File: src/design/clopd_pkg.sv
`timescale 1ns / 1ps
`default_nettype none
// ----------------------------------------------------------------------------
// clopd_pkg: shared definitions for the coin line optimal pick block
// Sizes, the controller states, the command and status bundles and the span table address.
// ----------------------------------------------------------------------------
package clopd_pkg;

  localparam int unsigned MaxCoins = 64;
  localparam int unsigned IdxW     = (MaxCoins > 1) ? $clog2(MaxCoins) : 1;
  localparam int unsigned CntW     = $clog2(MaxCoins + 1);
  localparam int unsigned TabDepth = MaxCoins * MaxCoins;
  localparam int unsigned TabAw    = (TabDepth > 1) ? $clog2(TabDepth) : 1;
  localparam int unsigned CoinW    = 16;
  localparam int unsigned TotalW   = 22;
  localparam int unsigned SumW     = TotalW + 1;
  localparam logic [TotalW-1:0] TotalMax = {TotalW{1'b1}};

  typedef enum logic [2:0] {
    ST_LOAD,
    ST_RD_AB,
    ST_RD_C,
    ST_FLUSH,
    ST_DONE
  } state_e;

  typedef struct packed {
    logic store_coin;   // write the incoming coin into the row
    logic start;        // set up the loop counters for a new solve
    logic issue_ab;     // read both coins, one outer neighbour and the shared middle neighbour
    logic issue_c;      // read the remaining neighbour, capture the rest
    logic write_prev;   // finish and write the entry held in the save regs
    logic out_load;     // move the final value to the output register
  } cmd_t;

  typedef struct packed {
    logic last_entry;   // the current entry is the whole row
    logic out_free;     // output register can take a new item
  } status_t;

  // Flat address of span (i,j).
  function automatic logic [TabAw-1:0] tab_addr(input logic [IdxW-1:0] i,
                                               input logic [IdxW-1:0] j);
    logic [TabAw-1:0] row;
    row = TabAw'(i) * TabAw'(MaxCoins);
    return TabAw'(row + TabAw'(j));
  endfunction

endpackage
`default_nettype wire

File: src/design/clopd_ctrl.sv
`timescale 1ns / 1ps
`default_nettype none
// ----------------------------------------------------------------------------
// clopd_ctrl: sequencer for the coin line optimal pick block
// Loads the row, then steps each span through two read phases.
// ----------------------------------------------------------------------------
module clopd_ctrl (
  input  wire                     clk_i,
  input  wire                     rst_ni,
  input  wire                     in_valid_i,
  input  wire                     last_coin_i,
  output logic                    in_ready_o,
  input  clopd_pkg::status_t      status_i,
  output clopd_pkg::cmd_t         cmd_o
);

  clopd_pkg::state_e state_q, state_d;
  logic              pend_q, pend_d;

  always_ff @(posedge clk_i or negedge rst_ni) begin
    if (!rst_ni) begin
      state_q <= clopd_pkg::ST_LOAD;
      pend_q  <= 1'b0;
    end else begin
      state_q <= state_d;
      pend_q  <= pend_d;
    end
  end

  always_comb begin
    state_d    = state_q;
    pend_d     = pend_q;
    cmd_o      = '0;
    in_ready_o = 1'b0;
    unique case (state_q)
      clopd_pkg::ST_LOAD: begin
        in_ready_o = 1'b1;
        if (in_valid_i) begin
          cmd_o.store_coin = 1'b1;
          if (last_coin_i) begin
            cmd_o.start = 1'b1;
            pend_d      = 1'b0;
            state_d     = clopd_pkg::ST_RD_AB;
          end
        end
      end
      clopd_pkg::ST_RD_AB: begin
        // The previous span finishes while this one starts reading.
        cmd_o.issue_ab   = 1'b1;
        cmd_o.write_prev = pend_q;
        state_d          = clopd_pkg::ST_RD_C;
      end
      clopd_pkg::ST_RD_C: begin
        cmd_o.issue_c = 1'b1;
        pend_d        = 1'b1;
        state_d       = status_i.last_entry ? clopd_pkg::ST_FLUSH
                                            : clopd_pkg::ST_RD_AB;
      end
      clopd_pkg::ST_FLUSH: begin
        cmd_o.write_prev = 1'b1;
        pend_d           = 1'b0;
        state_d          = clopd_pkg::ST_DONE;
      end
      clopd_pkg::ST_DONE: begin
        if (status_i.out_free) begin
          cmd_o.out_load = 1'b1;
          state_d        = clopd_pkg::ST_LOAD;
        end
      end
      default: state_d = clopd_pkg::ST_LOAD;
    endcase
  end

endmodule
`default_nettype wire

File: config.mk
export PLATFORM = sky130hd
export DESIGN_NAME = clopd_ctrl
export DESIGN_NICKNAME = d
export VERILOG_FILES = /design/src/design/clopd_pkg.sv /design/src/design/clopd_ctrl.sv
export SDC_FILE = /design/constraint.sdc
export NUM_CORES = 1
export LEC_CHECK = 0
export BUFFER_PORTS_ARGS = -buffer_cell sky130_fd_sc_hd__buf_4
export CAP_MARGIN = 15
export CORE_AREA = 3 3 40 42
export DETAILED_ROUTE_END_ITERATION = 8
export DIE_AREA = 0 0 43 45
export MAX_ROUTING_LAYER = met4
export SETUP_SLACK_MARGIN = 0.15
export SLEW_MARGIN = 30
export SYNTH_ARGS = -nofsm -noshare
export SYNTH_HDL_FRONTEND = slang
export SYNTH_SLANG_ARGS = --single-unit
export TNS_END_PERCENT = 1
File: constraint.sdc
create_clock -name clk_i -period 2.6 [get_ports clk_i]
set_input_delay 0.78 -clock clk_i [delete_from_list [all_inputs] [get_ports clk_i]]
set_output_delay 0.78 -clock clk_i [all_outputs]
set_load 0.02 [all_outputs]
==> results_tabular.tex, run 1 <==
\begin{tabular}{lr}
\hline
Metric & Value \\
\hline
\multicolumn{2}{l}{\textbf{Global route}} \\
\quad Leftover overflow at the end of global routing & 0 \\
\quad Antenna violations before repair & 0 \\
\quad Via count of the first global-routing pass & 232 \\
\quad Total global routing track utilization & 6.89\% \\
\quad Wire length of the first global-routing pass & 883 um \\
\quad Maximum number of pins on one net before global-route repair & 10 \\
\multicolumn{2}{l}{\textbf{Final layout}} \\
\quad Number of diodes & 0 \\
\quad Count of filler cells inserted in the layout & 138 \\
\quad Net count of the finished layout & 46 \\
\quad Number of standard cells in the layout, taps in and fillers out & 53 \\
\quad Proportion of layout cells with a drive suffix above 1 & 47.4\% \\
\quad Finished Core Util & 27.7\% \\
\quad Signed area change from the synthesized netlist to the final layout & 43.4\% \\
\multicolumn{2}{l}{\textbf{Clock network}} \\
\quad CTS clock-pin slew for the worst setup and hold paths & 0.04 ns \\
\quad Root buffer cell & sky130\_fd\_sc\_hd\_\_clkbuf\_4 \\
\quad Number of hold buffers added after cts & 0 \\
\quad CTS tree & built \\
\quad Resized cells post-CTS & 0 \\
\quad Total number of H-tree levels & 1 \\
\quad Clock buffers created by TritonCTS & 3 \\
\quad Number of sinks on the clock net & 4 \\
\quad Number of buffers added for setup after CTS & 0 \\
\quad Clock latency of the later-clocked register in the worst-skew pair & 0.23 ns \\
\quad Max Root-Sink Buffers & 2 \\
\multicolumn{2}{l}{\textbf{Worst hold path}} \\
\quad Class of the most critical hold timing path & primary input to async pin \\
\multicolumn{2}{l}{\textbf{Synthesis}} \\
\quad Mean Syn Cell Area & 9.53 sq um \\
\quad Commonest cells in the synthesized netlist & sky130\_fd\_sc\_hd\_\_dfrtp\_1 (4), sky130\_fd\_sc\_hd\_\_a21oi\_1 (3), sky130\_fd\_sc\_hd\_\_nor2\_1 (2) \\
\quad Number of different library cells in the post-synthesis netlist & 20 \\
\quad Syn Inst Count & 26 \\
\quad Primary flip-flop cell chosen by synthesis mapping & sky130\_fd\_sc\_hd\_\_dfrtp\_1 \\
\quad Nets in the synthesized netlist & 32 \\
\quad Synth top area share & 40.4\% \\
\quad Cell area after technology mapping & 248 sq um \\
\quad Post-synthesis async set-or-reset flop share & 100\% \\
\quad Number of flip-flops and latches in the synthesized netlist & 4 \\
\quad Synthesis Warnings & 0 \\
\quad Portion of the post-synthesis area used by sequential elements & 40.4\% \\
\quad Number of synthesized flops with an enable pin & 0 \\
\quad Synth area leader & sky130\_fd\_sc\_hd\_\_dfrtp\_1 \\
\quad Top area cells in the synthesized netlist & sky130\_fd\_sc\_hd\_\_dfrtp\_1 (40\%), sky130\_fd\_sc\_hd\_\_a21oi\_1 (6.1\%), sky130\_fd\_sc\_hd\_\_nor3b\_2 (5.1\%) \\
\quad Most common cell in the netlist & sky130\_fd\_sc\_hd\_\_dfrtp\_1 \\
\multicolumn{2}{l}{\textbf{Worst setup path}} \\
\quad Critical path launch point type & register \\
\quad Arrival time at the worst endpoint & 1.31 ns \\
\quad Maximum fanout count along the critical path & 9 \\
\quad Origin of the critical flop-to-flop path & state\_q[1] \\
\quad CP Launch Point & state\_q[1] \\
\quad Kind of capture point of the worst setup path & output pin \\
\quad Type of the worst setup path & register to output pin \\
\quad Data required time of the critical path & 1.82 ns \\
\multicolumn{2}{l}{\textbf{Timing}} \\
\quad Tcrit/Tclk final & 80.4\% \\
\quad Post-layout minimum cycle time & 2.09 ns \\
\quad Max Fclk & 479 MHz \\
\quad Setup repair after global routing missed its margin & no \\
\quad Worst slew margin & 81.1\% \\
\quad Final critical-path setup slack & 0.511 ns \\
\quad Fin. max-slew vios & 0 \\
\quad Finish-stage setup viols & 0 \\
\quad Fin. Hold Viols & 0 \\
\quad Post-Route Setup TNS & 0 ns \\
\quad Actual slew at the worst max-slew pin & 0.284 ns \\
\quad Worst clock skew on the final layout & 0.000694 ns \\
\multicolumn{2}{l}{\textbf{Place}} \\
\quad HPWL reported at the end of detailed placement & 394 um \\
\quad Worst setup slack after placement & 0.612 ns \\
\quad Routability-driven placement congestion ratio & 0.706 \\
\quad Port buffer count & 12 \\
\quad Inst Count DP & 50 \\
\multicolumn{2}{l}{\textbf{Power and ir drop}} \\
\quad Leakage dissipation & 0.179 nW \\
\quad Power Density & 1240 nW/um\^{}2 \\
\quad Maximum resistive drop on vdd & 0.000419 V \\
\multicolumn{2}{l}{\textbf{Routing}} \\
\quad DRC marker count from the first detailed-route iteration & 5 \\
\quad Routed via count divided by cell count & 4.00 \\
\quad Number of search-and-repair iterations in the first detailed-routing pass & 3 \\
\quad Count of antenna-violating nets left after detailed routing & 0 \\
\quad Count of vias placed by the detailed router & 212 \\
\quad Wire length per cell after detailed routing & 10.1 um \\
\quad Drt drc & 0 \\
\quad Wire length reported by the detailed router & 537 um \\
\multicolumn{2}{l}{\textbf{Die}} \\
\quad Core area & 1280 sq um \\
\quad Die W & 43 um \\
\quad Height of the die & 45 um \\
\quad Die area & 1940 sq um \\
\quad Number of top-level pins & 13 \\
\quad Initial Util & 19.3\% \\
\quad Number of standard-cell rows in the floorplan & 13 \\
\multicolumn{2}{l}{\textbf{Job}} \\
\quad Max\_cap viols & 0 \\
\multicolumn{2}{l}{\textbf{Run status}} \\
\quad Outcome & completed \\
\hline
\end{tabular}
-- cell usage in the layout, fill, tap and decap left out, drive strengths merged --
cell type  Yosys  routed
o211a          1       1
inv            1       1
nor3           2       2
o21ai          1       1
and2           1       1
dfrtp          4       4
nand3b         1       1
nand3          1       1
or2b           1       1
a21oi          3       3
nor2           2       2
and3           2       2
buf            2      12
nand2          1       1
clkbuf         1       3
nor3b          2       2
-- sequential cells by signal (all words and copies together), names as in the netlist --
register  flops
pend_q        1
state_q       3
-- cell type report --
class                      instances  area [sq um]  share of cell area, %
multi-input combinational         18           120                   33.8
sequential                         4           100                   28.2
timing repair buffer              12          90.1                   25.4
clock buffer                       3          22.5                   6.34
tap                               15          18.8                   5.28
inverter                           1          3.75                   1.06
-- per-layer routing --
metal | up-vias | wire (um) | part of all wire (%) | GRT usage [%]
li1 | 113 | - | - | -
met1 | 90 | 236 | 44 | 7.80
met2 | 9 | 259 | 48 | 8.98
met3 | 0 | 41 | 7.6 | 0
met4 | 0 | 0 | 0 | 10.8
met5 | - | 0 | 0 | -
-- cells by family (layout without fill, tap and decap cells) --
group | after synthesis | after routing | share of synthesized area (%)
AND/OR/NAND/NOR | 13 | 13 | 36.4
AO/OA/AOI/OAI | 5 | 5 | 12.1
flip-flops | 4 | 4 | 40.4
buffers and inverters | 4 | 16 | 11.1
-- worst max-delay path: stages, from the launching register on --
cell                      delay, ns
sky130_fd_sc_hd__dfrtp_1       0.47
sky130_fd_sc_hd__nor3_2        0.25
sky130_fd_sc_hd__and3_4        0.22
sky130_fd_sc_hd__buf_4         0.14
-- power by group --
part / total [mW] / switching [mW] / internal (mW)
logic: 0.228 / 0.117 / 0.111
registers: 0.136 / 0.0469 / 0.0895
clock network: 0.0749 / 0.0234 / 0.0515
total: 0.439 / 0.187 / 0.252
-- path summary, 6_finish.rpt --
kind                         endpoint  slack [ns]  cells after the start
setup / recovery             cmd_o[4]        0.51                      3
hold / removal                 pend_q        0.34                      1
setup reg to reg               pend_q        1.50                      3
hold reg to reg            state_q[0]        0.59                      1
max in group asynchronous  state_q[2]        2.17                      1
min in group clk_i         state_q[0]        0.59                      1
-- metrics by stage --
| step | area [sq um] | hold WS (ns) | power [mW] |
|---|---|---|---|
| after CTS | 355 | 0.325 | 0.447 |
| after floorplan | 248 | 0.484 | 0.298 |
| after global placement | 333 | 0.577 | 0.365 |
| after global routing | 355 | 0.326 | 0.480 |
| final | 355 | 0.335 | 0.439 |
| after detailed placement | 333 | 0.576 | 0.366 |
(Power assumes the default switching activity.)
==> inputs of run 2 (changes only) <==
ABC_AREA = 1   (was default)
clock period = 2.1 ns   (was 2.6 ns; I/O delays follow)
==> run 2 against run 1 <==
Net effect: sequential share of layout area decreased by 2.9 points; combinational power increased by 75%; clock skew decreased by 0.00066 ns; utilization increased by 3.6 points; hold slack got worse by 0.15 ns; flip-flop and latch count unchanged; worst setup slack got worse by 0.24 ns; final cell count increased by 36%; total power increased by 47%; largest cell class unchanged; largest power group unchanged.
==> results_tabular.tex, run 2 <==
\begin{tabular}{lr}
\hline
Metric & Value \\
\hline
\multicolumn{2}{l}{\textbf{Routing}} \\
\quad Routed via count divided by cell count & 3.90 (-2.4\%) \\
\quad DRC marker count from the first detailed-route iteration & 5 (unchanged) \\
\quad Wire length reported by the detailed router & 577 um (+7.4\%) \\
\quad Number of search-and-repair iterations in the first detailed-routing pass & 4 (+1) \\
\quad Count of antenna-violating nets left after detailed routing & 0 (unchanged) \\
\quad Drt drc & 0 (unchanged) \\
\quad Wire length per cell after detailed routing & 8.01 um (-21\%) \\
\quad Count of vias placed by the detailed router & 281 (+33\%) \\
\multicolumn{2}{l}{\textbf{Global route}} \\
\quad Leftover overflow at the end of global routing & 0 (unchanged) \\
\quad Via count of the first global-routing pass & 234 (+0.86\%) \\
\quad Total global routing track utilization & 6.64\% (-0.25 points) \\
\quad Wire length of the first global-routing pass & 876 um (-0.79\%) \\
\quad Antenna violations before repair & 0 (unchanged) \\
\quad Maximum number of pins on one net before global-route repair & 7 (-3) \\
\multicolumn{2}{l}{\textbf{Clock network}} \\
\quad Clock buffers created by TritonCTS & 3 (unchanged) \\
\quad CTS clock-pin slew for the worst setup and hold paths & 0.04 ns (about the same) \\
\quad Number of sinks on the clock net & 4 (unchanged) \\
\quad Max Root-Sink Buffers & 2 (unchanged) \\
\quad Clock latency of the later-clocked register in the worst-skew pair & 0.23 ns (about the same) \\
\quad Total number of H-tree levels & 1 (unchanged) \\
\quad Root buffer cell & sky130\_fd\_sc\_hd\_\_clkbuf\_4 \\
\quad CTS tree & built \\
\multicolumn{2}{l}{\textbf{Worst setup path}} \\
\quad Kind of capture point of the worst setup path & output pin \\
\quad Arrival time at the worst endpoint & 1.20 ns (-0.11 ns) \\
\quad Type of the worst setup path & register to output pin \\
\quad Maximum fanout count along the critical path & 5 (-4) \\
\quad CP Launch Point & state\_q[0] \\
\quad Data required time of the critical path & 1.47 ns (-0.35 ns) \\
\quad Critical path launch point type & register \\
\quad Origin of the critical flop-to-flop path & state\_q[2] \\
\multicolumn{2}{l}{\textbf{Synthesis}} \\
\quad Post-synthesis async set-or-reset flop share & 100\% (unchanged) \\
\quad Nets in the synthesized netlist & 46 (+44\%) \\
\quad Portion of the post-synthesis area used by sequential elements & 39.4\% (-1.0 points) \\
\quad Number of different library cells in the post-synthesis netlist & 11 (-45\%) \\
\quad Mean Syn Cell Area & 6.35 sq um (-33\%) \\
\quad Primary flip-flop cell chosen by synthesis mapping & sky130\_fd\_sc\_hd\_\_dfrtp\_1 \\
\quad Number of flip-flops and latches in the synthesized netlist & 4 (unchanged) \\
\quad Commonest cells in the synthesized netlist & sky130\_fd\_sc\_hd\_\_nand2\_1 (14), sky130\_fd\_sc\_hd\_\_inv\_1 (7), sky130\_fd\_sc\_hd\_\_dfrtp\_1 (4), sky130\_fd\_sc\_hd\_\_nand3\_1 (4), sky130\_fd\_sc\_hd\_\_nor2\_1 (4) \\
\quad Most common cell in the netlist & sky130\_fd\_sc\_hd\_\_nand2\_1 \\
\quad Number of synthesized flops with an enable pin & 0 (unchanged) \\
\quad Synth top area share & 39.4\% (-1.0 points) \\
\quad Synth area leader & sky130\_fd\_sc\_hd\_\_dfrtp\_1 \\
\quad Cell area after technology mapping & 254 sq um (+2.5\%) \\
\quad Syn Inst Count & 40 (+54\%) \\
\quad Synthesis Warnings & 0 (unchanged) \\
\quad Top area cells in the synthesized netlist & sky130\_fd\_sc\_hd\_\_dfrtp\_1 (39\%), sky130\_fd\_sc\_hd\_\_nand2\_1 (21\%), sky130\_fd\_sc\_hd\_\_inv\_1 (10\%) \\
\multicolumn{2}{l}{\textbf{Run status}} \\
\quad Outcome & completed \\
\multicolumn{2}{l}{\textbf{Timing}} \\
\quad Worst clock skew on the final layout & 0.0000358 ns (-0.000658 ns) \\
\quad Max Fclk & 548 MHz \\
\quad Setup repair after global routing missed its margin & yes \\
\quad Tcrit/Tclk final & 86.9\% \\
\quad Actual slew at the worst max-slew pin & 0.219 ns (-0.0647 ns) \\
\quad Finish-stage setup viols & 0 (unchanged) \\
\quad Post-layout minimum cycle time & 1.83 ns \\
\quad Post-Route Setup TNS & 0 ns (unchanged) \\
\quad Fin. Hold Viols & 0 (unchanged) \\
\quad Fin. max-slew vios & 0 (unchanged) \\
\quad Worst slew margin & 85.3\% (+4.2 points) \\
\multicolumn{2}{l}{\textbf{Final layout}} \\
\quad Most common cell after layout, fill and taps aside & sky130\_fd\_sc\_hd\_\_buf\_4 \\
\quad Commonest cells after routing, fill and taps aside & sky130\_fd\_sc\_hd\_\_buf\_4 (15), sky130\_fd\_sc\_hd\_\_nand2\_1 (14), sky130\_fd\_sc\_hd\_\_inv\_1 (7) \\
\quad Biggest registers after layout & state\_q (3), pend\_q (1) \\
\quad Register ranked first by flip-flop count & state\_q \\
\quad Proportion of layout cells with a drive suffix above 1 & 40.4\% (-7.0 points) \\
\quad Net count of the finished layout & 65 (+41\%) \\
\quad Signed area change from the synthesized netlist to the final layout & 58.1\% \\
\quad Max reg flops & 3 (unchanged) \\
\quad Number of diodes & 0 (unchanged) \\
\multicolumn{2}{l}{\textbf{Place}} \\
\quad Routability-driven placement congestion ratio & 0.678 (-4.0\%) \\
\quad HPWL reported at the end of detailed placement & 460 um (+17\%) \\
\quad Port buffer count & 12 (unchanged) \\
\multicolumn{2}{l}{\textbf{Die}} \\
\quad Core area & 1280 sq um (unchanged) \\
\quad Number of standard-cell rows in the floorplan & 13 (unchanged) \\
\quad Initial Util & 19.8\% (+0.49 points) \\
\quad Number of top-level pins & 13 (unchanged) \\
\quad Die W & 43 um (unchanged) \\
\quad Height of the die & 45 um (unchanged) \\
\quad Die area & 1940 sq um (unchanged) \\
\multicolumn{2}{l}{\textbf{Power and ir drop}} \\
\quad Power Density & 1610 nW/um\^{}2 (+30\%) \\
\quad Maximum resistive drop on vdd & 0.000576 V (+38\%) \\
\quad Leakage dissipation & 0.252 nW (+41\%) \\
\quad Total power after layout & 0.646 mW (+47\%) \\
\multicolumn{2}{l}{\textbf{Job}} \\
\quad Max\_cap viols & 0 (unchanged) \\
\multicolumn{2}{l}{\textbf{Worst hold path}} \\
\quad Class of the most critical hold timing path & primary input to async pin \\
\hline
\end{tabular}
[run 2: changes by cell type after synthesis, sizes merged, moves of 3 or more]
cell / delta
nand2: +14
a21oi: -3
inv: +8
nand3: +3
nor2: +3
[run 2: critical path, stage by stage (launching register included)]
cell	delay [ns]
sky130_fd_sc_hd__dfrtp_1	0.41
sky130_fd_sc_hd__inv_2	0.09
sky130_fd_sc_hd__nand2_2	0.06
sky130_fd_sc_hd__nor2_2	0.12
sky130_fd_sc_hd__inv_1	0.07
sky130_fd_sc_hd__nor2_1	0.08
sky130_fd_sc_hd__buf_4	0.14
[run 2: kinds of logic after synthesis]
kind of cell | after synthesis | synth area share, %
AND/OR/NAND/NOR | 26 | 44.3
buffers and inverters | 10 | 16.3
flip-flops | 4 | 39.4
[run 2: layout make-up]
type / count / area [sq um]
Clock buffer: 3 / 22.5
Fill cell: 141 / 883
Multi-Input combinational cell: 26 / 113
Inverter: 9 / 33.8
Tap cell: 15 / 18.8
Sequential cell: 4 / 101
Timing Repair Buffer: 15 / 113
[run 2: repair_timing]
item                       in CTS  in global routing
resized for setup               0                  1
hold buffers                    0                  0
setup endpoints to repair       0                  2
buffers inserted                0                  3
[run 2: through the flow]
stage	util, %	setup slack [ns]	hold WS, ns	cells	area (sq um)
floorplan	-	0.183	0.334	40	254
global placement	27.7	0.392	0.427	66	355
detailed placement	27.7	0.366	0.427	66	355
CTS	29.4	0.251	0.176	69	378
global route	31.3	0.145	0.182	72	402
finish	31.3	0.275	0.187	72	402
[run 2: routing by layer]
layer | GRT usage [%] | wire [um]
met2 | 8.98 | 288
met4 | 7.23 | 0
met1 | 7.58 | 221
met5 | - | 0
met3 | 1.59 | 67
[run 2: report_power, final]
group,internal [mW],switching [mW]
clock,0.0637,0.0281
combinational,0.169,0.230
sequential,0.116,0.0386
total,0.349,0.297
[run 2: worst paths after layout]
kind                       slack, ns  depth (start not counted)          to
setup / recovery                0.27                          6    cmd_o[4]
hold / removal                  0.19                          1  state_q[1]
setup reg to reg                1.07                          8      pend_q
hold reg to reg                 0.48                          2      pend_q
max in group asynchronous       1.80                          1  state_q[1]
min in group clk_i              0.48                          2      pend_q
==> inputs of run 3 (changes only) <==
clock period = 2 ns   (was 2.1 ns; I/O delays follow)
==> run 3 against run 2 <==
Net effect: register-to-register slack got worse by 0.16 ns; critical path depth unchanged; via count increased by 2.5%; hold slack got worse by 0.036 ns; die area unchanged; first-iteration DRC count unchanged; final cell count increased by 1.4%; critical endpoint unchanged.
==> results_tabular.tex, run 3 (synthesis gave the netlist of run 2 again) <==
\begin{tabular}{lr}
\hline
Metric & Value \\
\hline
\multicolumn{2}{l}{\textbf{Routing}} \\
\quad Drt drc & 0 (unchanged) \\
\quad Count of antenna-violating nets left after detailed routing & 0 (unchanged) \\
\quad Routed via count divided by cell count & 3.95 (+1.1\%) \\
\quad Number of search-and-repair iterations in the first detailed-routing pass & 2 (-2) \\
\quad Wire length per cell after detailed routing & 8.74 um (+9.1\%) \\
\quad Count of vias placed by the detailed router & 288 (+2.5\%) \\
\quad Wire length reported by the detailed router & 638 um (+11\%) \\
\quad DRC marker count from the first detailed-route iteration & 5 (unchanged) \\
\multicolumn{2}{l}{\textbf{Timing}} \\
\quad Setup repair after global routing missed its margin & yes \\
\quad Post-layout minimum cycle time & 1.82 ns \\
\quad Finish-stage setup viols & 0 (unchanged) \\
\quad Worst clock skew on the final layout & 0.00169 ns (+0.00165 ns) \\
\quad Post-Route Setup TNS & 0 ns (unchanged) \\
\quad Fin. Hold Viols & 0 (unchanged) \\
\quad Worst slew margin & 87.9\% (+2.6 points) \\
\quad Max Fclk & 550 MHz \\
\quad Tcrit/Tclk final & 90.8\% \\
\quad Actual slew at the worst max-slew pin & 0.180 ns (-0.0388 ns) \\
\quad Fin. max-slew vios & 0 (unchanged) \\
\multicolumn{2}{l}{\textbf{Clock network}} \\
\quad Number of sinks on the clock net & 4 (unchanged) \\
\quad Root buffer cell & sky130\_fd\_sc\_hd\_\_clkbuf\_4 \\
\quad Max Root-Sink Buffers & 2 (unchanged) \\
\quad Clock buffers created by TritonCTS & 3 (unchanged) \\
\quad CTS clock-pin slew for the worst setup and hold paths & 0.04 ns (about the same) \\
\quad Number of hold buffers added after cts & 0 (unchanged) \\
\quad Clock latency of the later-clocked register in the worst-skew pair & 0.23 ns (about the same) \\
\quad Total number of H-tree levels & 1 (unchanged) \\
\quad CTS tree & built \\
\multicolumn{2}{l}{\textbf{Final layout}} \\
\quad Count of filler cells inserted in the layout & 134 (-5.0\%) \\
\quad Number of diodes & 0 (unchanged) \\
\quad Register ranked first by flip-flop count & state\_q \\
\quad Most common cell after layout, fill and taps aside & sky130\_fd\_sc\_hd\_\_buf\_4 \\
\quad Proportion of layout cells with a drive suffix above 1 & 46.6\% (+6.2 points) \\
\quad Signed area change from the synthesized netlist to the final layout & 68.5\% \\
\quad Number of standard cells in the layout, taps in and fillers out & 73 (+1.4\%) \\
\quad Commonest cells after routing, fill and taps aside & sky130\_fd\_sc\_hd\_\_buf\_4 (16), sky130\_fd\_sc\_hd\_\_nand2\_1 (14), sky130\_fd\_sc\_hd\_\_inv\_1 (6) \\
\quad Net count of the finished layout & 66 (+1.5\%) \\
\quad Biggest registers after layout & state\_q (3), pend\_q (1) \\
\quad Max reg flops & 3 (unchanged) \\
\multicolumn{2}{l}{\textbf{Place}} \\
\quad Inst Count DP & 66 (unchanged) \\
\quad HPWL reported at the end of detailed placement & 478 um (+3.9\%) \\
\quad Routability-driven placement congestion ratio & 0.701 (+3.5\%) \\
\quad Port buffer count & 12 (unchanged) \\
\multicolumn{2}{l}{\textbf{Global route}} \\
\quad Total global routing track utilization & 7.76\% (+1.1 points) \\
\quad Wire length of the first global-routing pass & 1010 um (+16\%) \\
\quad Via count of the first global-routing pass & 274 (+17\%) \\
\quad Leftover overflow at the end of global routing & 0 (unchanged) \\
\quad Antenna violations before repair & 0 (unchanged) \\
\quad Maximum number of pins on one net before global-route repair & 7 (unchanged) \\
\multicolumn{2}{l}{\textbf{Die}} \\
\quad Die W & 43 um (unchanged) \\
\quad Height of the die & 45 um (unchanged) \\
\quad Initial Util & 19.8\% (unchanged) \\
\quad Core area & 1280 sq um (unchanged) \\
\quad Die area & 1940 sq um (unchanged) \\
\quad Number of standard-cell rows in the floorplan & 13 (unchanged) \\
\quad Number of top-level pins & 13 (unchanged) \\
\multicolumn{2}{l}{\textbf{Job}} \\
\quad Max\_cap viols & 0 (unchanged) \\
\multicolumn{2}{l}{\textbf{Power and ir drop}} \\
\quad Power Density & 1770 nW/um\^{}2 (+10\%) \\
\quad Maximum resistive drop on vdd & 0.000391 V (-32\%) \\
\quad Leakage dissipation & 0.260 nW (+3.2\%) \\
\multicolumn{2}{l}{\textbf{Worst setup path}} \\
\quad Data required time of the critical path & 1.40 ns (-0.07 ns) \\
\quad Arrival time at the worst endpoint & 1.22 ns (+0.02 ns) \\
\quad Maximum fanout count along the critical path & 5 (unchanged) \\
\quad Kind of capture point of the worst setup path & output pin \\
\quad Type of the worst setup path & register to output pin \\
\quad Critical path launch point type & register \\
\multicolumn{2}{l}{\textbf{Worst hold path}} \\
\quad Class of the most critical hold timing path & primary input to async pin \\
\multicolumn{2}{l}{\textbf{Run status}} \\
\quad Outcome & completed \\
\hline
\end{tabular}
## run 3: cell count changes in the layout (fill, tap and decap cells not counted), sizes merged
cell / before / now
buf: 15 / 16
## run 3: metal layers
layer	routed length, um	up-vias	track usage [%]
met2	326	7	9.88
met5	0	-	-
li1	-	156	-
met1	263	123	8.80
met4	8	0	7.23
met3	40	2	3.59
## run 3: timing repair
action | in CTS | in global routing
setup buffers | 1 | 3
gates resized for setup | 0 | 5
setup endpoints to repair | 1 | 4
pin swaps | 0 | 3
## run 3: path summary, 6_finish.rpt
path                       startpoint    endpoint  slack, ns  cells past startpoint
max                        state_q[2]    cmd_o[4]       0.18                      6
min                            rst_ni  state_q[1]       0.15                      1
max reg2reg                state_q[0]      pend_q       0.91                      7
min reg2reg                    pend_q      pend_q       0.49                      2
max in group asynchronous      rst_ni  state_q[1]       1.74                      1
min in group clk_i             pend_q      pend_q       0.49                      2
## run 3: cell type report
| class | count | area [sq um] | area share [%] |
|---|---|---|---|
| multi-input cells | 26 | 131 | 30.7 |
| repair buffers | 16 | 120 | 28.1 |
| flip-flops and latches | 4 | 101 | 23.7 |
| inverters | 9 | 33.8 | 7.89 |
| clock buffers | 3 | 22.5 | 5.26 |
| well taps | 15 | 18.8 | 4.39 |
## run 3: critical path, cell delays in order (launching register included)
cell                      delay, ns
sky130_fd_sc_hd__dfrtp_1       0.39
sky130_fd_sc_hd__inv_2         0.12
sky130_fd_sc_hd__nand2_4       0.07
sky130_fd_sc_hd__nor2_4        0.13
sky130_fd_sc_hd__inv_2         0.05
sky130_fd_sc_hd__nor2_1        0.08
sky130_fd_sc_hd__buf_4         0.15
## run 3: power breakdown
part	internal [mW]	leakage, nW	switching [mW]
sequential	0.122	0.0496	0.0421
clock	0.0672	0.0138	0.0339
combinational	0.220	0.196	0.274
## run 3: per-stage QoR
stage | setup slack (ns) | total power, mW | hold slack [ns] | area, sq um | util [%]
floorplan | 0.241 | 0.424 | 0.304 | 260 | -
global placement | 0.392 | 0.553 | 0.398 | 362 | 28.1
detailed placement | 0.381 | 0.553 | 0.397 | 362 | 28.1
CTS | 0.151 | 0.671 | 0.145 | 392 | 30.5
global route | 0.102 | 0.821 | 0.145 | 428 | 33.3
finish | 0.183 | 0.759 | 0.151 | 428 | 33.3
